File: config.mk
export PLATFORM = sky130hd
export DESIGN_NAME = vertex_fifo_cache_statistics
export DESIGN_NICKNAME = d
export VERILOG_FILES = /design/src/design/vfcs_pkg.sv /design/src/design/vfcs_cell.sv /design/src/design/vfcs_row.sv /design/src/design/vertex_fifo_cache_statistics.sv
export SDC_FILE = /design/constraint.sdc
export NUM_CORES = 2
export LEC_CHECK = 0
export ABC_AREA = 0
export BUFFER_PORTS_ARGS = -buffer_cell sky130_fd_sc_hd__clkbuf_2
export CORE_UTILIZATION = 60
export DETAILED_ROUTE_END_ITERATION = 6
export GPL_ROUTABILITY_DRIVEN = 0
export PLACE_DENSITY = 0.79
export SKIP_LAST_GASP = 1
export SLEW_MARGIN = 20
export SYNTH_ARGS = -nofsm -noshare
export SYNTH_HDL_FRONTEND = slang
export SYNTH_SLANG_ARGS = --single-unit
File: constraint.sdc
create_clock -name clock -period 9.23 [get_ports clock]
set_input_delay 0.4615 -clock clock [delete_from_list [all_inputs] [get_ports clock]]
set_output_delay 0.4615 -clock clock [all_outputs]
set_load 0.01 [all_outputs]
File: src/design/vfcs_pkg.sv
package vfcs_pkg;

   localparam int CACHE_ENTRIES = 12;
   localparam int PAGE_BYTES    = 4096;
   localparam int PAGE_SHIFT    = $clog2(PAGE_BYTES);

   localparam int IDX_W   = 16;
   localparam int VSIZE_W = 11;
   localparam int PROD_W  = VSIZE_W + IDX_W;
   localparam int PAGE_W  = PROD_W - PAGE_SHIFT;
   localparam int CNT_W   = 32;
   localparam int CSR_W   = 8;

   localparam logic [CNT_W-1:0]   CNT_MAX         = {CNT_W{1'b1}};
   localparam logic [VSIZE_W-1:0] VSIZE_RESET     = VSIZE_W'(32);

   localparam logic [CSR_W-1:0]   REG_VERTEX_SIZE = CSR_W'(0);
   localparam logic [CSR_W-1:0]   REG_STRIP_MODE  = CSR_W'(1);

   typedef struct packed {
      logic shift;
      logic clear;
   } cell_ctl_type;

   function automatic logic [CNT_W-1:0] sat_inc(input logic [CNT_W-1:0] v);
      return (v == CNT_MAX) ? v : v + CNT_W'(1);
   endfunction

endpackage

File: src/design/vfcs_cell.sv
module vfcs_cell (
   input  logic                       clock,
   input  logic                       reset,
   input  vfcs_pkg::cell_ctl_type     ctl,
   input  logic [vfcs_pkg::IDX_W-1:0] lookup_index,
   input  logic [vfcs_pkg::IDX_W-1:0] tag_in,
   input  logic                       valid_in,
   output logic [vfcs_pkg::IDX_W-1:0] tag_out,
   output logic                       valid_out,
   output logic                       match
);

   logic [vfcs_pkg::IDX_W-1:0] tag_ff;
   logic                       valid_ff;

   always_ff @(posedge clock) begin
      if (reset || ctl.clear) begin
         valid_ff <= 1'b0;
      end else if (ctl.shift) begin
         valid_ff <= valid_in;
      end
   end

   always_ff @(posedge clock) begin
      if (ctl.shift) begin
         tag_ff <= tag_in;
      end
   end

   assign tag_out   = tag_ff;
   assign valid_out = valid_ff;
   assign match     = valid_ff && (tag_ff == lookup_index);

endmodule

File: src/design/vfcs_row.sv
module vfcs_row (
   input  logic                       clock,
   input  logic                       reset,
   input  vfcs_pkg::cell_ctl_type     ctl,
   input  logic [vfcs_pkg::IDX_W-1:0] lookup_index,
   output logic                       hit
);

   logic [vfcs_pkg::IDX_W-1:0]        tag_chain [0:vfcs_pkg::CACHE_ENTRIES];
   logic [vfcs_pkg::CACHE_ENTRIES:0]  valid_chain;
   logic [vfcs_pkg::CACHE_ENTRIES-1:0] match;

   // new entries enter at cell 0, the oldest falls off the far end
   assign tag_chain[0]   = lookup_index;
   assign valid_chain[0] = 1'b1;

   for (genvar i = 0; i < vfcs_pkg::CACHE_ENTRIES; i++) begin : g_cell
      vfcs_cell u_cell (
         .clock        (clock),
         .reset        (reset),
         .ctl          (ctl),
         .lookup_index (lookup_index),
         .tag_in       (tag_chain[i]),
         .valid_in     (valid_chain[i]),
         .tag_out      (tag_chain[i+1]),
         .valid_out    (valid_chain[i+1]),
         .match        (match[i])
      );
   end

   assign hit = |match;

endmodule

File: src/design/vertex_fifo_cache_statistics.sv
// Vertex FIFO cache statistics.
// Request channel: req_valid / req_stall with req_vertex_index and
// req_last_of_list. One response per request on rsp_valid / rsp_stall: per-index
// hit, degenerate and page-crossing flags plus saturating running totals;
// rsp_list_done echoes last_of_list and marks the totals as final.
// The page multiply is registered with the request, then the 12-cell
// shift row does lookup and update while the response register loads.
// Throughput is one request per clock; req_stall rises only when the
// response register is full and rsp_stall holds it.
// Register port: csr_valid / csr_ready (always ready), csr_index 0 = vertex
// size, 1 = strip mode, other indexes ignored. Write only while idle.
// Reset (synchronous, active high) empties the pipeline, invalidates all
// cells, zeroes the counters, sets the page total to one, vertex size 32 and
// strip mode on. A request with last_of_list clears the list state after its
// own response is formed.
module vertex_fifo_cache_statistics (
   input  logic                           clock,
   input  logic                           reset,
   input  logic                           req_valid,
   output logic                           req_stall,
   input  logic [vfcs_pkg::IDX_W-1:0]     req_vertex_index,
   input  logic                           req_last_of_list,
   output logic                           rsp_valid,
   input  logic                           rsp_stall,
   output logic                           rsp_cache_hit,
   output logic                           rsp_degenerate_found,
   output logic                           rsp_page_crossed,
   output logic [vfcs_pkg::CNT_W-1:0]     rsp_hit_total,
   output logic [vfcs_pkg::CNT_W-1:0]     rsp_degenerate_total,
   output logic [vfcs_pkg::CNT_W-1:0]     rsp_pages_total,
   output logic                           rsp_list_done,
   input  logic                           csr_valid,
   output logic                           csr_ready,
   input  logic [vfcs_pkg::CSR_W-1:0]     csr_index,
   input  logic [vfcs_pkg::VSIZE_W-1:0]   csr_data
);

   logic [vfcs_pkg::VSIZE_W-1:0] vertex_size_ff;
   logic                         strip_mode_ff;

   logic                         s1_valid_ff;
   logic [vfcs_pkg::IDX_W-1:0]   s1_index_ff;
   logic                         s1_last_ff;
   logic [vfcs_pkg::PAGE_W-1:0]  s1_page_ff;

   logic [vfcs_pkg::IDX_W-1:0]   prev_index_ff, prev_index_in;
   logic [vfcs_pkg::IDX_W-1:0]   older_index_ff, older_index_in;
   logic [1:0]                   seen_ff, seen_in;
   logic [vfcs_pkg::PAGE_W-1:0]  rec_page_ff, rec_page_in;
   logic [vfcs_pkg::CNT_W-1:0]   hit_cnt_ff, hit_cnt_in;
   logic [vfcs_pkg::CNT_W-1:0]   degen_cnt_ff, degen_cnt_in;
   logic [vfcs_pkg::CNT_W-1:0]   page_cnt_ff, page_cnt_in;

   logic                         rsp_valid_ff;
   logic                         hit_ff, degen_ff, crossed_ff, done_ff;
   logic [vfcs_pkg::CNT_W-1:0]   hit_tot_ff, degen_tot_ff, page_tot_ff;

   logic                         accept, advance, hit, degen, crossed;
   logic [vfcs_pkg::PROD_W-1:0]  product;
   logic [vfcs_pkg::PAGE_W:0]    rec_page_ext, page_plus1;
   vfcs_pkg::cell_ctl_type       cell_ctl;

   assign csr_ready = 1'b1;

   always_ff @(posedge clock) begin
      if (reset) begin
         vertex_size_ff <= vfcs_pkg::VSIZE_RESET;
         strip_mode_ff  <= 1'b1;
      end else if (csr_valid) begin
         if (csr_index == vfcs_pkg::REG_VERTEX_SIZE) begin
            vertex_size_ff <= csr_data;
         end else if (csr_index == vfcs_pkg::REG_STRIP_MODE) begin
            strip_mode_ff <= csr_data[0];
         end
      end
   end

   // stage 1: page of the index
   assign advance   = s1_valid_ff && (!rsp_valid_ff || !rsp_stall);
   assign req_stall = s1_valid_ff && !advance;
   assign accept    = req_valid && !req_stall;
   assign product   = vfcs_pkg::PROD_W'(vertex_size_ff) * vfcs_pkg::PROD_W'(req_vertex_index);

   always_ff @(posedge clock) begin
      if (reset) begin
         s1_valid_ff <= 1'b0;
      end else if (accept) begin
         s1_valid_ff <= 1'b1;
      end else if (advance) begin
         s1_valid_ff <= 1'b0;
      end
   end

   always_ff @(posedge clock) begin
      if (accept) begin
         s1_index_ff <= req_vertex_index;
         s1_last_ff  <= req_last_of_list;
         s1_page_ff  <= product[vfcs_pkg::PROD_W-1:vfcs_pkg::PAGE_SHIFT];
      end
   end

   // stage 2: cache row, strip and page tracking
   assign cell_ctl.shift = advance && !hit;
   assign cell_ctl.clear = advance && s1_last_ff;

   vfcs_row u_row (
      .clock        (clock),
      .reset        (reset),
      .ctl          (cell_ctl),
      .lookup_index (s1_index_ff),
      .hit          (hit)
   );

   assign rec_page_ext = {1'b0, rec_page_ff};
   assign page_plus1   = {1'b0, s1_page_ff} + (vfcs_pkg::PAGE_W+1)'(1);
   assign crossed      = (s1_page_ff > rec_page_ff) || (page_plus1 < rec_page_ext);
   assign degen        = strip_mode_ff && (seen_ff == 2'd2) &&
                         ((s1_index_ff == prev_index_ff) || (s1_index_ff == older_index_ff) ||
                          (prev_index_ff == older_index_ff));

   always_comb begin
      older_index_in = prev_index_ff;
      prev_index_in  = s1_index_ff;
      seen_in        = (seen_ff == 2'd2) ? seen_ff : seen_ff + 2'd1;
      rec_page_in    = crossed ? s1_page_ff : rec_page_ff;
      page_cnt_in    = crossed ? vfcs_pkg::sat_inc(page_cnt_ff) : page_cnt_ff;
      degen_cnt_in   = degen ? vfcs_pkg::sat_inc(degen_cnt_ff) : degen_cnt_ff;
      hit_cnt_in     = hit ? vfcs_pkg::sat_inc(hit_cnt_ff) : hit_cnt_ff;
   end

   always_ff @(posedge clock) begin
      if (reset || (advance && s1_last_ff)) begin
         prev_index_ff  <= '0;
         older_index_ff <= '0;
         seen_ff        <= '0;
         rec_page_ff    <= '0;
         hit_cnt_ff     <= '0;
         degen_cnt_ff   <= '0;
         page_cnt_ff    <= vfcs_pkg::CNT_W'(1);
      end else if (advance) begin
         prev_index_ff  <= prev_index_in;
         older_index_ff <= older_index_in;
         seen_ff        <= seen_in;
         rec_page_ff    <= rec_page_in;
         hit_cnt_ff     <= hit_cnt_in;
         degen_cnt_ff   <= degen_cnt_in;
         page_cnt_ff    <= page_cnt_in;
      end
   end

   always_ff @(posedge clock) begin
      if (reset) begin
         rsp_valid_ff <= 1'b0;
      end else if (advance) begin
         rsp_valid_ff <= 1'b1;
      end else if (!rsp_stall) begin
         rsp_valid_ff <= 1'b0;
      end
   end

   always_ff @(posedge clock) begin
      if (advance) begin
         hit_ff       <= hit;
         degen_ff     <= degen;
         crossed_ff   <= crossed;
         done_ff      <= s1_last_ff;
         hit_tot_ff   <= hit_cnt_in;
         degen_tot_ff <= degen_cnt_in;
         page_tot_ff  <= page_cnt_in;
      end
   end

   assign rsp_valid            = rsp_valid_ff;
   assign rsp_cache_hit        = hit_ff;
   assign rsp_degenerate_found = degen_ff;
   assign rsp_page_crossed     = crossed_ff;
   assign rsp_hit_total        = hit_tot_ff;
   assign rsp_degenerate_total = degen_tot_ff;
   assign rsp_pages_total      = page_tot_ff;
   assign rsp_list_done        = done_ff;

   a_stall_needs_s1 : assert property (@(posedge clock) disable iff (reset)
      req_stall |-> (s1_valid_ff && rsp_valid_ff && rsp_stall))
      else $error("request stalled without a full pipeline");

   a_pages_nonzero : assert property (@(posedge clock) disable iff (reset)
      rsp_valid |-> (rsp_pages_total != '0))
      else $error("page total reached zero");

   a_crossed_total : assert property (@(posedge clock) disable iff (reset)
      (rsp_valid && rsp_page_crossed) |-> (rsp_pages_total > vfcs_pkg::CNT_W'(1)))
      else $error("page crossing not reflected in total");

   a_hit_total : assert property (@(posedge clock) disable iff (reset)
      (rsp_valid && rsp_cache_hit) |-> (rsp_hit_total != '0))
      else $error("hit not reflected in total");

   a_clear_after_last : assert property (@(posedge clock) disable iff (reset)
      (advance && s1_last_ff) |=> (seen_ff == 2'd0 && page_cnt_ff == vfcs_pkg::CNT_W'(1)))
      else $error("list state not cleared after last request");

endmodule
==> impl_results.md <==
- Family of cells with the greatest summed delay on the critical path: adder cells
- Number of library cell types mapped by synthesis: 68
- Total count of max-transition violations in the final report: 0
- Nets in the synthesized netlist: a little under 3000
- Mean area per synthesized cell: around 11 µm²
- Critical setup path kind: reg -> reg
- Ys async rst share: 0
- Routed via count: slightly above 20000
- Max-capacitance violation count: 0
- Clk root buf: clkbuf_16
- Global route overflow: 0
- Worst skew pair latency: ~0.6 ns
- Peak per-stage delay on the critical path: ~0.66 ns
- Number of buffers added by the clock tree synthesis step: around 50
- Post-synthesis register bit count: 495
- I/O pin count: between 100 and 150
- Transition time of the tightest slew-check pin: between 1 and 1.5 ns
- Fin nets: 3042
- Estimated wirelength of the detail-placed design: 45.96 mm
- Post-detailed-route via-to-cell ratio: 5.950
- Cell row count: 79
- Antenna cells: 0
- Unrepaired setup endpoints after global routing: no
- Leading register cell type out of synthesis: edfxtp_1
- CTS clock-pin slew for the worst setup and hold paths: around 0.070 ns
- Power per standard cell area: between 150 and 200 nW/µm²
- Post-Route Setup TNS: 0 ns
- Total power draw: between 5 and 6 mW
- Ys Warns: 0
- Final ANT Viol Nets: 0
- Number of antenna violations at the first check in global routing: 0
- Critical path arrival: around 6.5 ns
- Post-synthesis sequential area ratio: 0.4602
- Area of the mapped netlist: about 29000 µm²
- Status: finished, violations left
- Final setup skew: approximately 0.015 ns
- Number of buffers and inverters on the critical path: 3
- Final hold violation count: 0
- Hold buffer count at CTS: 0
- Violation count after the first detailed-routing iteration: 1963
- Top cell by count, worst path: fa_1
- IO Port Bufs: roughly 140
- Slew HR: 0.2224
- Worst voltage drop across the vdd grid: ~130 µV
- Buffer levels on the longest clock path: 3
- Post-CTS Setup Repair Bufs: 0
- Maximum number of pins on one net before global-route repair: 106
- Overall routing resource usage: 0.2727
- Failing checks: design-rule violations
- Share of cells above drive strength 1: 0.09529
- Number of enable-type register cells in the synthesized netlist: between 300 and 400
- Final critical delay including setup and external delays: just over 6 ns
- Area Overhead vs Synth: 10.16%
- Number of clock sinks: roughly 500
- Cell with the largest stage delay on the worst path: dfxtp_1
- Total leakage power: approximately 12 nW
- Wire length of the first global-routing pass: 104.6 mm
- Post-route fraction of the period consumed by the critical path: 0.6698
- Top achievable clock speed: around 160 MHz
- Resize count post-CTS: 0
- H-Tree Depth: 2
- Iteration count of the initial detailed-routing pass: 7
- Cell Chain, Critical Path: nand2_1, fa_1, fa_1, fa_1, inv_1, fa_1, inv_1, fa_1, inv_1, ha_1, a21o_1, a31oi_1, a2bb2oi_1, a211o_1, o21ai_0, or4_1, and2_1, xor2_1
- CORE AREA: between 40000 and 50000 µm²
- Type of element capturing the critical path: register
- Average wire per cell in the routed design: about 19 µm
- Most used cells in the layout excluding fill and tap cells: 324 x edfxtp_1, 278 x nand2_1, 203 x xnor2_1
- Number of global-route vias before repair: 20468
- Commonest non-fill, non-tap cell in the layout: edfxtp_1
- Post-synthesis instance total: approximately 2700
- TritonCTS clock tree: yes
- Die area: 48510 µm²
- Worst-path fanout max: 17
- Setup crit start kind: register
- Detailed Route WL: ~66 mm
- Die extent in y: approximately 220 µm
- Hold Crit Class: in -> reg
- DIE WIDTH: between 200 and 250 µm
- Worst path required time: approximately 9.6 ns
- Number of remaining DRC errors: 6
- Initial cell density of the core: 0.6112
- Setup-violating endpoint count in the final report: 0
worst paths after layout:
kind	startpoint	end	slack, ns	cells after the start
max	vertex_size_ff[4]$_SDFFE_PP0P_	s1_page_ff[13]$_DFFE_PP_	3.05	18
min	req_last_of_list	s1_last_ff$_DFFE_PP_	0.03	1
min reg2reg	u_row.g_cell[1].u_cell.tag_out[9]$_DFFE_PP_	u_row.g_cell[2].u_cell.tag_out[9]$_DFFE_PP_	0.46	0
max reg2reg	vertex_size_ff[4]$_SDFFE_PP0P_	s1_page_ff[13]$_DFFE_PP_	3.05	18
per-stage QoR:
step	hold slack, ns	area (µm²)	std cells	utilization	worst slack [ns]
2_1_floorplan	0.4206	28580	2705	-	2.841
3_3_place_gp	0.4510	29630	3332	0.6338	3.242
3_5_place_dp	0.4540	29630	3332	0.6338	3.150
4_1_cts	0.008520	31440	3428	0.6725	3.105
5_1_grt	0.02264	31480	3430	0.6733	2.747
6_report	0.03140	31480	3430	0.6733	3.048
cell type report:
class / count / area [µm²]
Tap cell: 607 / 759.5
Clock buffer: 65 / 1401
Inverter: 184 / 700.7
Sequential cell: 495 / 13150
Multi-Input combinational cell: 1882 / 14150
Clock inverter: 31 / 406.6
Fill cell: 3364 / 15270
Timing Repair Buffer: 166 / 909.6
registers in the layout (all words and copies together) (netlist names):
register / count
s1_page_ff: 15
rsp_degenerate_found: 1
rsp_degenerate_total: 32
u_row.g_cell.u_cell.valid_out: 12
rsp_hit_total: 32
rsp_page_crossed: 1
u_row.g_cell.u_cell.tag_out: 192
degen_cnt_ff: 32
hit_cnt_ff: 32
prev_index_in: 16
rsp_cache_hit: 1
strip_mode_ff: 1
rsp_pages_total: 32
s1_valid_ff: 1
vertex_size_ff: 11
older_index_ff: 16
page_cnt_ff: 32
s1_last_ff: 1
rec_page_ff: 15
older_index_in: 16
seen_ff: 2
rsp_valid: 1
rsp_list_done: 1
cells by family (layout without fill, tap and decap cells):
| logic type | Yosys count | count (layout) | share of synthesized area |
|---|---|---|---|
| AO/OA/AOI/OAI | 265 | 265 | 0.05731 |
| AND/OR/NAND/NOR | 960 | 960 | 0.1715 |
| buffers and inverters | 328 | 446 | 0.04606 |
| flip-flops | 495 | 495 | 0.4602 |
| adder cells (fa/ha/maj) | 221 | 221 | 0.1293 |
| XOR/XNOR | 389 | 389 | 0.1192 |
| multiplexers | 46 | 46 | 0.01624 |
| other | 1 | 1 | 0.0001312 |
report_power, final:
part | switching [mW] | internal, mW
logic | 0.260 | 0.138
registers | 0.0661 | 2.44
clock network | 0.887 | 1.33
total | 1.21 | 3.91
synthesized netlist by cell type (3+ instances only):
library cell  count  area, µm²
edfxtp_1        324       9729
nand2_1         279       1047
xnor2_1         203       1778
xor2_1          186       1629
inv_1           183      686.9
dfxtp_1         171       3423
nor2_1          128      480.5
fa_1            124       2482
a21oi_1         108      540.5
nand3_1          98      490.5
ha_1             97       1214
and2_1           95      594.3
clkbuf_1         91      341.6
nand4_1          90      563.0
nor3_1           66      330.3
o21ai_0          49      245.2
nor4_1           48      300.3
mux2i_1          43      430.4
buf_2            42      210.2
or3_1            30      187.7
nand2b_1         29      181.4
or4_1            29      217.7
and3_1           26      162.7
a21o_1           20      150.1
o211ai_1         13      97.59
o31ai_1          11      82.58
a31oi_1           8      50.05
o41ai_1           8      70.07
a41o_1            7      70.07
a22oi_1           6      45.04
buf_4             6      45.04
nor2b_1           6      37.54
nor4b_1           6      52.55
o21a_1            6      45.04
and4_1            5      43.79
o22ai_1           5      31.28
or2_2             5      31.28
nand3b_1          4      30.03
nand4b_1          4      35.03
mux2_2            3      33.78
nor3b_1           3      22.52
nor4bb_1          3      30.03
o21ai_1           3      15.01
routing by layer:
layer  track usage  share of wire  up-vias
met4        0.1087          0.034        0
li1              -              -     9494
met2        0.4780           0.51      805
met3       0.03794          0.065      165
met5             0              0        -
met1        0.3396           0.39     9944
Note: power is estimated with default switching activity, not from simulation.
